### src/rde_pkg.sv
// ----------------------------------------------------------------------------
// rde_pkg
// shared types, constants and digit helpers for the radix digit emitter
// ----------------------------------------------------------------------------
package rde_pkg;

  localparam int unsigned VALUE_W    = 32;
  localparam int unsigned MODE_W     = 2;
  localparam int unsigned CHAR_W     = 8;
  localparam int unsigned DIGIT_W    = 4;
  localparam int unsigned MAX_DIGITS = 11;
  localparam int unsigned IDX_W      = $clog2(MAX_DIGITS);
  localparam int unsigned QDEC_W     = 29;
  localparam int unsigned QDEC_SHIFT = 35;

  localparam logic [MODE_W-1:0] MODE_OCT     = 2'd0;
  localparam logic [MODE_W-1:0] MODE_DEC     = 2'd1;
  localparam logic [MODE_W-1:0] MODE_HEX_LOW = 2'd2;
  localparam logic [MODE_W-1:0] MODE_HEX_UP  = 2'd3;

  localparam logic [CHAR_W-1:0] ASCII_ZERO  = 8'h30;
  localparam logic [CHAR_W-1:0] ASCII_UPPER = 8'h41;
  localparam logic [CHAR_W-1:0] ASCII_LOWER = 8'h61;

  // reciprocal of ten, scaled by 2^35
  localparam logic [VALUE_W-1:0] RECIP_DEC = 32'hCCCC_CCCD;

  typedef struct packed {
    logic load;
    logic step;
    logic emit_dec;
  } cmd_t;

  typedef struct packed {
    logic q_zero;
    logic ptr_zero;
  } status_t;

  function automatic logic [CHAR_W-1:0] char_of(input logic [DIGIT_W-1:0] digit,
                                               input logic upper);
    logic [CHAR_W-1:0] base;
    base = upper ? ASCII_UPPER : ASCII_LOWER;
    if (digit < DIGIT_W'(10)) begin
      return ASCII_ZERO + CHAR_W'(digit);
    end
    return base + CHAR_W'(digit - DIGIT_W'(10));
  endfunction

endpackage

### src/rde_datapath.sv
// ----------------------------------------------------------------------------
// rde_datapath
// value register, reciprocal multiplier, digit extraction and digit buffer
// ----------------------------------------------------------------------------
module rde_datapath import rde_pkg::*; (
  input  logic                clk,
  input  cmd_t                cmd,
  input  logic [VALUE_W-1:0]  in_value,
  input  logic [MODE_W-1:0]   in_mode,
  output status_t             status,
  output logic [CHAR_W-1:0]   digit_char,
  output logic                last
);

  logic [VALUE_W-1:0]   value_r;
  logic [MODE_W-1:0]    mode_r;
  logic [QDEC_W-1:0]    qdec_r;
  logic [IDX_W-1:0]     cnt_r;
  logic [IDX_W-1:0]     ptr_r;
  logic [CHAR_W-1:0]    buf_r [MAX_DIGITS];

  logic [2*VALUE_W-1:0] product;
  logic [VALUE_W-1:0]   quot;
  logic [VALUE_W-1:0]   qdec_ext;
  logic [VALUE_W-1:0]   qdec_x10;
  logic [VALUE_W-1:0]   rem_dec;
  logic [DIGIT_W-1:0]   digit;

  assign product  = {{VALUE_W{1'b0}}, value_r} * {{VALUE_W{1'b0}}, RECIP_DEC};
  assign qdec_ext = VALUE_W'(qdec_r);
  assign qdec_x10 = (qdec_ext << 3) + (qdec_ext << 1);
  assign rem_dec  = value_r - qdec_x10;

  always_comb begin
    case (mode_r)
      MODE_OCT: begin
        quot  = value_r >> 3;
        digit = {1'b0, value_r[2:0]};
      end
      MODE_DEC: begin
        quot  = qdec_ext;
        digit = rem_dec[DIGIT_W-1:0];
      end
      default: begin
        quot  = value_r >> 4;
        digit = value_r[DIGIT_W-1:0];
      end
    endcase
  end

  always_ff @(posedge clk) begin
    qdec_r <= product[QDEC_SHIFT +: QDEC_W];
    if (cmd.load) begin
      value_r <= in_value;
      mode_r  <= in_mode;
      cnt_r   <= '0;
    end else if (cmd.step) begin
      buf_r[cnt_r] <= char_of(digit, mode_r == MODE_HEX_UP);
      value_r      <= quot;
      cnt_r        <= cnt_r + IDX_W'(1);
      ptr_r        <= cnt_r;
    end else if (cmd.emit_dec) begin
      ptr_r <= ptr_r - IDX_W'(1);
    end
  end

  assign status.q_zero   = (quot == '0);
  assign status.ptr_zero = (ptr_r == '0);
  assign digit_char      = buf_r[ptr_r];
  assign last            = (ptr_r == '0);

endmodule

### src/rde_ctrl.sv
// ----------------------------------------------------------------------------
// rde_ctrl
// sequencer: accept, one digit per multiply and step pair, then emit
// ----------------------------------------------------------------------------
module rde_ctrl import rde_pkg::*; (
  input  logic    clk,
  input  logic    rst_n,
  input  logic    in_valid,
  output logic    in_ready,
  output logic    out_valid,
  input  logic    out_ready,
  input  status_t status,
  output cmd_t    cmd
);

  typedef enum logic [1:0] {
    S_IDLE,
    S_MUL,
    S_STEP,
    S_EMIT
  } state_t;

  state_t state_r, state_nxt;
  logic   in_ready_r, in_ready_nxt;
  logic   out_valid_r, out_valid_nxt;

  always_comb begin
    state_nxt     = state_r;
    in_ready_nxt  = in_ready_r;
    out_valid_nxt = out_valid_r;
    cmd           = '0;
    case (state_r)
      S_IDLE: begin
        if (in_valid && in_ready_r) begin
          cmd.load     = 1'b1;
          state_nxt    = S_MUL;
          in_ready_nxt = 1'b0;
        end
      end
      S_MUL: begin
        state_nxt = S_STEP;
      end
      S_STEP: begin
        cmd.step = 1'b1;
        if (status.q_zero) begin
          state_nxt     = S_EMIT;
          out_valid_nxt = 1'b1;
        end else begin
          state_nxt = S_MUL;
        end
      end
      S_EMIT: begin
        if (out_ready) begin
          if (status.ptr_zero) begin
            state_nxt     = S_IDLE;
            out_valid_nxt = 1'b0;
            in_ready_nxt  = 1'b1;
          end else begin
            cmd.emit_dec = 1'b1;
          end
        end
      end
      default: begin
        state_nxt     = S_IDLE;
        in_ready_nxt  = 1'b1;
        out_valid_nxt = 1'b0;
      end
    endcase
  end

  always_ff @(posedge clk) begin
    if (!rst_n) begin
      state_r     <= S_IDLE;
      in_ready_r  <= 1'b1;
      out_valid_r <= 1'b0;
    end else begin
      state_r     <= state_nxt;
      in_ready_r  <= in_ready_nxt;
      out_valid_r <= out_valid_nxt;
    end
  end

  assign in_ready  = in_ready_r;
  assign out_valid = out_valid_r;

  a_ready_valid_excl: assert property (@(posedge clk) disable iff (!rst_n)
    !(in_ready_r && out_valid_r))
    else $error("input ready while a digit is on offer");

  a_load_to_mul: assert property (@(posedge clk) disable iff (!rst_n)
    (in_valid && in_ready_r) |=> (state_r == S_MUL))
    else $error("accepted transaction did not start conversion");

  a_mul_to_step: assert property (@(posedge clk) disable iff (!rst_n)
    (state_r == S_MUL) |=> (state_r == S_STEP))
    else $error("multiply cycle not followed by digit step");

  a_valid_in_emit: assert property (@(posedge clk) disable iff (!rst_n)
    out_valid_r |-> (state_r == S_EMIT))
    else $error("output valid outside emit phase");

endmodule

### src/radix_digit_emitter.sv
// ----------------------------------------------------------------------------
// radix_digit_emitter
// unsigned 32-bit value to ascii digits in octal, decimal or hexadecimal
// ----------------------------------------------------------------------------
// One value is converted at a time. After the input transaction each digit
// is made by a registered multiply by the reciprocal of ten, then a digit
// step that also serves the octal and hex shifts, least significant digit
// first into an eleven-entry buffer. The digits are then offered most
// significant first, one per cycle while out_ready is high, with last on the
// final one. The next value is taken in the cycle after the last digit leaves.
module radix_digit_emitter import rde_pkg::*; (
  input  logic               clk,
  input  logic               rst_n,
  input  logic               in_valid,
  output logic               in_ready,
  input  logic [VALUE_W-1:0] in_value,
  input  logic [MODE_W-1:0]  in_mode,
  output logic               out_valid,
  input  logic               out_ready,
  output logic [CHAR_W-1:0]  out_digit_char,
  output logic               out_last
);

  cmd_t    cmd;
  status_t status;

  rde_ctrl u_ctrl (
    .clk       (clk),
    .rst_n     (rst_n),
    .in_valid  (in_valid),
    .in_ready  (in_ready),
    .out_valid (out_valid),
    .out_ready (out_ready),
    .status    (status),
    .cmd       (cmd)
  );

  rde_datapath u_datapath (
    .clk        (clk),
    .cmd        (cmd),
    .in_value   (in_value),
    .in_mode    (in_mode),
    .status     (status),
    .digit_char (out_digit_char),
    .last       (out_last)
  );

endmodule

### config.mk
export PLATFORM = sky130hd
export DESIGN_NAME = radix_digit_emitter
export DESIGN_NICKNAME = d
export VERILOG_FILES = /design/src/rde_pkg.sv /design/src/rde_datapath.sv /design/src/rde_ctrl.sv /design/src/radix_digit_emitter.sv
export SDC_FILE = /design/constraint.sdc
export NUM_CORES = 1
export LEC_CHECK = 0
export BUFFER_PORTS_ARGS = -buffer_cell sky130_fd_sc_hd__buf_2
export CORE_MARGIN = 4
export CORE_UTILIZATION = 40
export CTS_CLUSTER_SIZE = 10
export DETAILED_ROUTE_END_ITERATION = 10
export SLEW_MARGIN = 25
export SYNTH_ARGS = -nofsm -noshare
export SYNTH_HDL_FRONTEND = slang
export SYNTH_SLANG_ARGS = --single-unit
### constraint.sdc
create_clock -name clk -period 13.75 [get_ports clk]
set_input_delay 1.375 -clock clk [delete_from_list [all_inputs] [get_ports clk]]
set_output_delay 1.375 -clock clk [all_outputs]
set_load 0.02 [all_outputs]
==> impl_metrics.csv, run 1 <==
group,metric,value,unit
timing,maxSlewViolCount,0,
grt,grt_pass1_wl,109300,um
synthesis,synth_warnings,0,
route,ant_nets,0,
layout,final_common_cell,"inv_1",
clocking,post-cts-setup-buffer-count,0,
timing,fin_skew,16.22,ps
timing,fin_crit_sh,57.71,%
floorplanning,die_w,253.7,um
synthesis,synthFlopType,"edfxtp_1",
timing,fin_hold_ws,465.0,ps
clocking,clk_path_buf_depth,2,
route,dr.pass1.iters,5,
synthesis,yosysTopAreaCell,"fa_1",
worst_hold_path,min_path_type,"reg2reg",
run_status,status,"finished clean",
synthesis,ys_ff_latch,167,
job,maxCapViolations,0,
place,post-dp-hpwl,63200,um
synthesis,syn_area,24160,um2
synthesis,synth_area_leaders,"fa_1 (32%), ha_1 (19%), edfxtp_1 (16%)",
setup_path,worstPathArrival,8280,ps
grt,grt_pass1_vias,17450,
setup_path,cp_max_fo,9,
layout,nNetsFinal,3055,
place,numPortBuffers,48,
clocking,clk_latency,470,ps
layout,area_delta_synth_final,6.749,%
clocking,post_cts_resized,0,
timing,hold_viol_final,0,
layout,final_cell_mix,"inv_1 (553), fa_1 (386), ha_1 (359)",
timing,fin_tns_setup,0,ps
layout,num_antenna_cells,0,
synthesis,ys_types,76,
setup_path,reg2reg_slack,5810,ps
floorplanning,initial_core_util,40.70,%
clocking,path_clk_slew,90,ps
grt,antenna_found_initial,0,
setup_path,start_kind,"register",
place,routabilityCongestion,1.100,
clocking,htree_num_levels,4,
setup_path,critical_path_class,"reg2reg",
floorplanning,ios,49,
floorplanning,die_area,64380,um2
synthesis,yosysTopAreaCellShare,31.99,%
timing,slew_headroom,40.96,%
layout,layout-drive-gt1-share,6.433,%
synthesis,syn_area_per_cell,10.72,um2
clocking,root_buffer,"clkbuf_16",
synthesis,synthArstFlopShare,0,%
synthesis,ys_seq_area_share,19.06,%
route,drt-total-wl,72250,um
route,wl_per_cell,23.62,um
route,viasPerCell,5.351,
timing,max_clock_freq,126.0,MHz
timing,worstMarginPinSlew,885.6,ps
clocking,clock-sinks,167,
setup_path,end_kind,"register",
clocking,hold_buffers,0,
floorplanning,core,59350,um2
floorplanning,rows,89,
grt,grt_max_degree,70,
synthesis,synth_edf_count,126,
grt,grt.overflow.total,0,
route,drt_iter0_drc,1109,
synthesis,syn_nets,3036,
clocking,cts_tree,"yes",
floorplanning,die-height,253.7,um
timing,period_needed,7935,ps
grt,track_usage,23.02,%
clocking,cts_buffers,17,
route,drc_errors,0,
route,vias,16360,
setup_path,cp_data_required_time,14100,ps
synthesis,netlist_instances,2253,
timing,setup_viol,0,
timing,rsz0062_at_grt,"false",
through the flow:
step / std cells / utilization (%) / worst slack (ps) / instance area [um2]
6_report: 3058 / 43.45 / 5815 / 25790
5_1_grt: 3058 / 43.45 / 5715 / 25790
2_1_floorplan: 2253 / - / 7274 / 24160
3_5_place_dp: 3026 / 42.37 / 6035 / 25150
4_1_cts: 3058 / 43.45 / 5987 / 25790
3_3_place_gp: 3026 / 42.37 / 6005 / 25150
per-layer routing:
layer / GRT usage [%] / wire length [um] / up-vias
met5: 0 / 0 / -
met4: 11.22 / 4131 / 0
met3: 4.247 / 4254 / 128
met2: 38.14 / 34950 / 514
met1: 29.21 / 28910 / 8409
li1: - / - / 7313
sequential cells by signal (all words and copies together), names as in the netlist, named ones only:
name and count:
u_datapath.mode_r 2, u_datapath.ptr_r 4, u_ctrl.state_r 2, u_ctrl.out_valid 1
u_datapath.value_r 32, u_datapath.qdec_r 29, u_ctrl.in_ready 1, u_datapath.buf_r 88
u_datapath.cnt_r 4
synth_stat cells, types with 17 or more instances:
master    instances
dfxtp_1          41
nor2_1           66
a21oi_1         108
and2_1           17
nand3_1          17
mux4_2           24
o21ai_0          75
edfxtp_1        126
mux2i_1          29
clkbuf_1         35
a21o_1           43
ha_1            359
nand2_1         103
nand4_1          25
xnor2_1          39
fa_1            386
xor2_1           53
inv_1           553
path summary, 6_finish.rpt:
check / start / to / depth (start not counted)
worst max register to register: u_datapath.value_r[1] / u_datapath.qdec_r[27] / 19
worst min-delay path: u_ctrl.out_valid / u_ctrl.out_valid / 2
worst min register to register: u_ctrl.out_valid / u_ctrl.out_valid / 2
worst max-delay path: u_datapath.value_r[1] / u_datapath.qdec_r[27] / 19
cell families (layout without fill, tap and decap cells):
logic type	after synthesis	after routing	share of synthesized area [%]
AOI/OAI and AO/OA	296	296	7.609
muxes	64	64	3.952
and+or+nand+nor	283	283	5.744
DFF	167	167	19.06
xor gates and xnor gates	92	92	3.336
adders and majority gates	745	745	50.59
buffers and inverters	606	638	9.712
area by class of cell:
cell class	count	area [um2]
Fill cell	5724	33570
Multi-Input combinational cell	1480	17220
Sequential cell	167	4604
Clock buffer	17	425.4
Timing Repair Buffer	53	277.8
Clock inverter	15	215.2
Inverter	553	2076
Tap cell	773	967.2
worst max-delay path, stage by stage (launching register included):
cell and delay (ps):
edfxtp_1 620, ha_1 640, xor2_1 230, ha_1 270
or2_2 330, fa_1 480, fa_1 700, fa_1 490
fa_1 400, fa_1 530, fa_1 420, ha_1 480
nand2_1 120, nor3_1 420, nand4_1 240, a31oi_1 400
nor3_1 220, o31ai_1 430, o221ai_1 210, xnor2_1 170
Power of run 1 is left out: the tool's default activity adds up to more than one toggle a clock period on the data nets, which glitch-free logic cannot reach.
==> run 2: changes to the inputs <==
==> constraint.sdc (replaced) <==
create_clock -name clk -period 7.5 [get_ports clk]
set_input_delay 0.75 -clock clk [delete_from_list [all_inputs] [get_ports clk]]
set_output_delay 0.75 -clock clk [all_outputs]
set_load 0.02 [all_outputs]
==> run 2 against run 1 <==
Cell count is 3.0% higher. Sequential cell count stayed put. Die area stayed put. Register-to-register slack worse by 5500 ps. Core utilization is 1.2 points higher. Clock skew is 3.1 ps higher.
==> impl_metrics.csv, run 2 (same netlist as run 1, synthesis figures left out) <==
group,metric,value,unit
run_status,status,"finished clean",
timing,max_clock_freq,139.0,MHz
timing,rsz0062_at_grt,"false",
setup_path,end_kind,"register",
setup_path,ff2ff_path_depth,22,
layout,largest_reg_flops,88,
layout,final_cell_mix,"inv_1 (553), fa_1 (386), ha_1 (350)",
grt,grt_pass1_vias,17880,
floorplanning,ios,49,
job,maxCapViolations,0,
place,routabilityCongestion,0.9825,
timing,hold_viol_final,0,
route,wl_per_cell,24.00,um
clocking,clock-sinks,167,
timing,period_needed,7193,ps
timing,setup_viol,0,
route,dr.pass1.iters,5,
setup_path,cp-startpoint,"u_datapath.value_r[14]",
place,numPortBuffers,48,
layout,num_antenna_cells,0,
timing,maxSlewViolCount,0,
floorplanning,rows,89,
layout,nNetsFinal,3146,
layout,post-route-cell-area,26530,um2
setup_path,worstPathArrival,7550,ps
clocking,htree_num_levels,4,
setup_path,crit-reg2reg-launch,"u_datapath.value_r[14]",
layout,area_delta_synth_final,9.816,%
floorplanning,die_w,253.7,um
route,viasPerCell,5.273,
floorplanning,die-height,253.7,um
clocking,root_buffer,"clkbuf_16",
floorplanning,core,59350,um2
grt,track_usage,23.94,%
setup_path,start_kind,"register",
clocking,cts_tree,"yes",
grt,grt.overflow.total,0,
place,post_dp_cell_area,25660,um2
clocking,clk_path_buf_depth,2,
place,post-dp-hpwl,67210,um
timing,fin_hold_ws,457.7,ps
setup_path,cp_max_fo,6,
setup_path,critical_path_class,"reg2reg",
setup_path,cp_data_required_time,7860,ps
layout,layout-drive-gt1-share,10.56,%
timing,worstMarginPinSlew,1092,ps
timing,slew_headroom,26.45,%
grt,grt_max_degree,69,
floorplanning,die_area,64380,um2
clocking,path_clk_slew,80,ps
clocking,clk_latency,480,ps
layout,max_flop_register,"u_datapath.buf_r",
layout,final_common_cell,"inv_1",
clocking,cts_buffers,17,
route,drt_iter0_drc,1079,
worst_hold_path,min_path_type,"in2reg",
timing,fin_crit_sh,95.91,%
grt,antenna_found_initial,1,
route,ant_nets,0,
grt,grt_pass1_wl,113000,um
route,vias,16610,
setup_path,reg2reg_slack,310,ps
floorplanning,initial_core_util,40.70,%
setup_path,r2r-end,"u_datapath.qdec_r[27]",
timing,fin_skew,19.30,ps
layout,reg_top3,"u_datapath.buf_r: 88 flops, u_datapath.value_r: 32 flops, u_datapath.qdec_r: 29 flops",
route,drt-total-wl,75590,um
setup_path,critPathCapture,"u_datapath.qdec_r[27]",
route,drc_errors,0,
run 2: worst max-delay path, stage by stage (launching register included):
cell,delay (ps)
edfxtp_1,540
ha_2,470
inv_1,140
fa_1,530
inv_1,60
fa_1,560
inv_1,70
fa_1,510
inv_1,60
fa_1,510
fa_1,410
fa_1,550
fa_1,430
ha_1,390
nand2_2,150
nor3_4,240
nand4_1,250
a31oi_4,280
nor3_1,80
buf_4,160
o31ai_2,340
o221ai_1,200
xnor2_1,150
run 2: how the worst min path moves through the flow:
stage / from / to / cells after the start
floorplan: u_datapath.cnt_r[1] / u_datapath.cnt_r[1] / 2
global placement: u_ctrl.out_valid / u_ctrl.out_valid / 2
detailed placement: u_ctrl.out_valid / u_ctrl.out_valid / 2
CTS: in_mode[1] / u_datapath.mode_r[1] / 1
global route: in_mode[1] / u_datapath.mode_r[1] / 1
finish: in_mode[1] / u_datapath.mode_r[1] / 1
run 2: final cells by class:
cell class              count  area [um2]
inverters                 553        2076
flip-flops and latches    167        4604
multi-input cells        1480       17290
fillers                  5617       32830
repair buffers            144       960.9
clock inverters            15       206.4
well taps                 773       967.2
clock buffers              17       425.4
run 2: through the flow:
| stage | instances | setup WS [ps] | TNS (ps) | utilization [%] |
|---|---|---|---|---|
| 6_report | 3149 | 306.7 | 0 | 44.69 |
| 5_1_grt | 3149 | 2.224 | 0 | 44.69 |
| 4_1_cts | 3127 | 18.19 | 0 | 44.33 |
| 2_1_floorplan | 2253 | 1024 | 0 | - |
| 3_5_place_dp | 3095 | -253.8 | -362.9 | 43.24 |
| 3_3_place_gp | 3095 | -295.5 | -439.2 | 43.24 |
run 2: repair_timing:
action	in CTS	in global routing
buffers inserted	0	22
hold buffers	0	0
endpoints found under the setup margin	3	7
gates resized for setup	4	12
pin swaps	0	1
run 2: metal layers:
layer | wire, um | GRT usage, % | vias up | share of wire (%)
met5 | 13 | 0 | - | 0.017
met4 | 3640 | 10.03 | 2 | 4.8
met3 | 3894 | 3.664 | 129 | 5.2
met2 | 37480 | 40.86 | 453 | 50
met1 | 30570 | 30.54 | 8519 | 40
li1 | - | - | 7502 | -
Power of run 2 is left out for the same reason.
==> run 3: changes to the inputs <==
--- a/config.mk
+++ b/config.mk
@@ -8,6 +8,7 @@
 export BUFFER_PORTS_ARGS = -buffer_cell sky130_fd_sc_hd__buf_2
 export CORE_MARGIN = 4
 export CORE_UTILIZATION = 40
+export CTS_BUF_LIST = sky130_fd_sc_hd__clkbuf_8
 export CTS_CLUSTER_SIZE = 10
 export DETAILED_ROUTE_END_ITERATION = 10
 export SLEW_MARGIN = 25
==> run 3 against run 2 <==
Register-to-register slack worse by 20 ps. Worst setup slack worse by 15 ps. Via count down 0.77%. Critical endpoint unchanged.
==> impl_metrics.csv, run 3 (same netlist as run 1, synthesis figures left out) <==
group,metric,value,unit
route,dr.pass1.iters,5,
timing,hold_viol_final,0,
clocking,cts_buffers,17,
route,wl_per_cell,23.96,um
layout,largest_reg_flops,88,
layout,layout-drive-gt1-share,10.64,%
clocking,cts_tree,"yes",
clocking,clk_path_buf_depth,2,
route,vias,16480,
grt,track_usage,23.94,%
setup_path,cp_max_fo,6,
clocking,htree_num_levels,4,
timing,maxSlewViolCount,0,
clocking,hold_buffers,0,
place,dp.cells,3095,
route,wl_met3,3408,um
setup_path,cp_common_cell,"fa_1",
timing,setup_viol,0,
route,drt_iter0_drc,988,
grt,grt_pass1_wl,112900,um
grt,antenna_found_initial,0,
layout,postLayoutCoreUtil,44.40,%
clocking,clock-sinks,167,
setup_path,critical_path_class,"reg2reg",
setup_path,start_kind,"register",
route,wl_met2,37230,um
route,viasPerCell,5.229,
clocking,clk_latency,540,ps
clocking,path_clk_slew,120,ps
layout,final_cell_mix,"inv_1 (553), fa_1 (386), ha_1 (350)",
layout,reg_top3,"u_datapath.buf_r: 88 flops, u_datapath.value_r: 32 flops, u_datapath.qdec_r: 29 flops",
worst_hold_path,min_path_type,"in2reg",
route,drc_errors,0,
floorplanning,die_area,64380,um2
floorplanning,die-height,253.7,um
timing,fin_crit_sh,96.11,%
layout,final_cells,3151,
setup_path,cp_data_required_time,7920,ps
setup_path,ff2ff_path_depth,22,
layout,area_delta_synth_final,9.085,%
floorplanning,die_w,253.7,um
setup_path,end_kind,"register",
clocking,root_buffer,"clkbuf_8",
timing,fin_skew,29.48,ps
timing,worstMarginPinSlew,1069,ps
setup_path,cp_cell_sequence,"ha_2, inv_1, fa_1, inv_1, fa_1, inv_1, fa_1, inv_1, fa_1, fa_1, fa_1, fa_1, ha_1, nand2_2, nor3_4, nand4_1, a31oi_4, nor3_1, buf_4, o31ai_2, o221ai_1, xnor2_1",
floorplanning,rows,89,
route,ant_nets,0,
setup_path,crit_slowest_cell,"fa_1",
floorplanning,core,59350,um2
route,drt-total-wl,75500,um
layout,final_common_cell,"inv_1",
timing,max_clock_freq,138.7,MHz
grt,grt_max_degree,69,
setup_path,max_stage_delay,560,ps
place,routabilityCongestion,0.9825,
route,met1Wirelength,30960,um
grt,grt.overflow.total,0,
timing,period_needed,7208,ps
run_status,status,"finished clean",
floorplanning,initial_core_util,40.70,%
place,post-dp-hpwl,67210,um
worst_hold_path,holdPathStages,1,
layout,nNetsFinal,3148,
layout,max_flop_register,"u_datapath.buf_r",
timing,slew_headroom,27.98,%
setup_path,worstPathArrival,7630,ps
job,maxCapViolations,0,
route,top_layer,"met4",
layout,nFillCells,5654,
grt,grt_pass1_vias,17900,
floorplanning,ios,49,
layout,seqCellArea,4604,um2
place,numPortBuffers,48,
layout,post-route-cell-area,26350,um2
timing,rsz0062_at_grt,"false",
layout,num_antenna_cells,0,
place,post_dp_cell_area,25660,um2
layout,multiInputGateArea,17290,um2
[run 3: repair_timing]
| item | 4_1_cts | 5_1_grt |
|---|---|---|
| pin swaps | 0 | 1 |
| buffers inserted | 0 | 24 |
| setup endpoints to repair | 3 | 8 |
| resized for setup | 4 | 12 |
[run 3: routing by layer]
layer | GRT usage [%] | vias to the layer above
li1 | - | 7500
met1 | 30.30 | 8447
met2 | 40.65 | 391
met3 | 4.094 | 139
met4 | 10.36 | 0
met5 | 0 | -
[run 3: metrics by stage]
stage	worst slack (ps)	hold WS [ps]	setup TNS [ps]
6_report	291.7	389.6	0
5_1_grt	3.747	354.0	0
4_1_cts	13.98	354.2	0
3_5_place_dp	-253.8	458.5	-362.9
3_3_place_gp	-295.5	451.7	-439.2
2_1_floorplan	1024	494.0	0
[run 3: final cells by class]
cell class	instances	area share (%)
Clock buffer	17	0.8879
Clock inverter	15	0.7835
Inverter	553	7.877
Multi-Input combinational cell	1480	65.60
Sequential cell	167	17.47
Tap cell	773	3.670
Timing Repair Buffer	146	3.704
[run 3: final timing paths]
| kind | to | startpoint | slack, ps |
|---|---|---|---|
| min | u_datapath.mode_r[1] | in_mode[1] | 390 |
| min reg2reg | u_ctrl.out_valid | u_ctrl.out_valid | 470 |
| max | u_datapath.qdec_r[27] | u_datapath.value_r[14] | 290 |
| max reg2reg | u_datapath.qdec_r[27] | u_datapath.value_r[14] | 290 |
[run 3: worst max-delay path: cells and delay by family (launching register included)]
kind                     cells  cell delay, ps
flip-flops                   1             540
XOR/XNOR                     1             150
AO/OA/AOI/OAI                3             800
AND/OR/NAND/NOR              4             720
adder cells (fa/ha/maj)      9            4370
buffers and inverters        5             500
Power of run 3 is left out for the same reason.
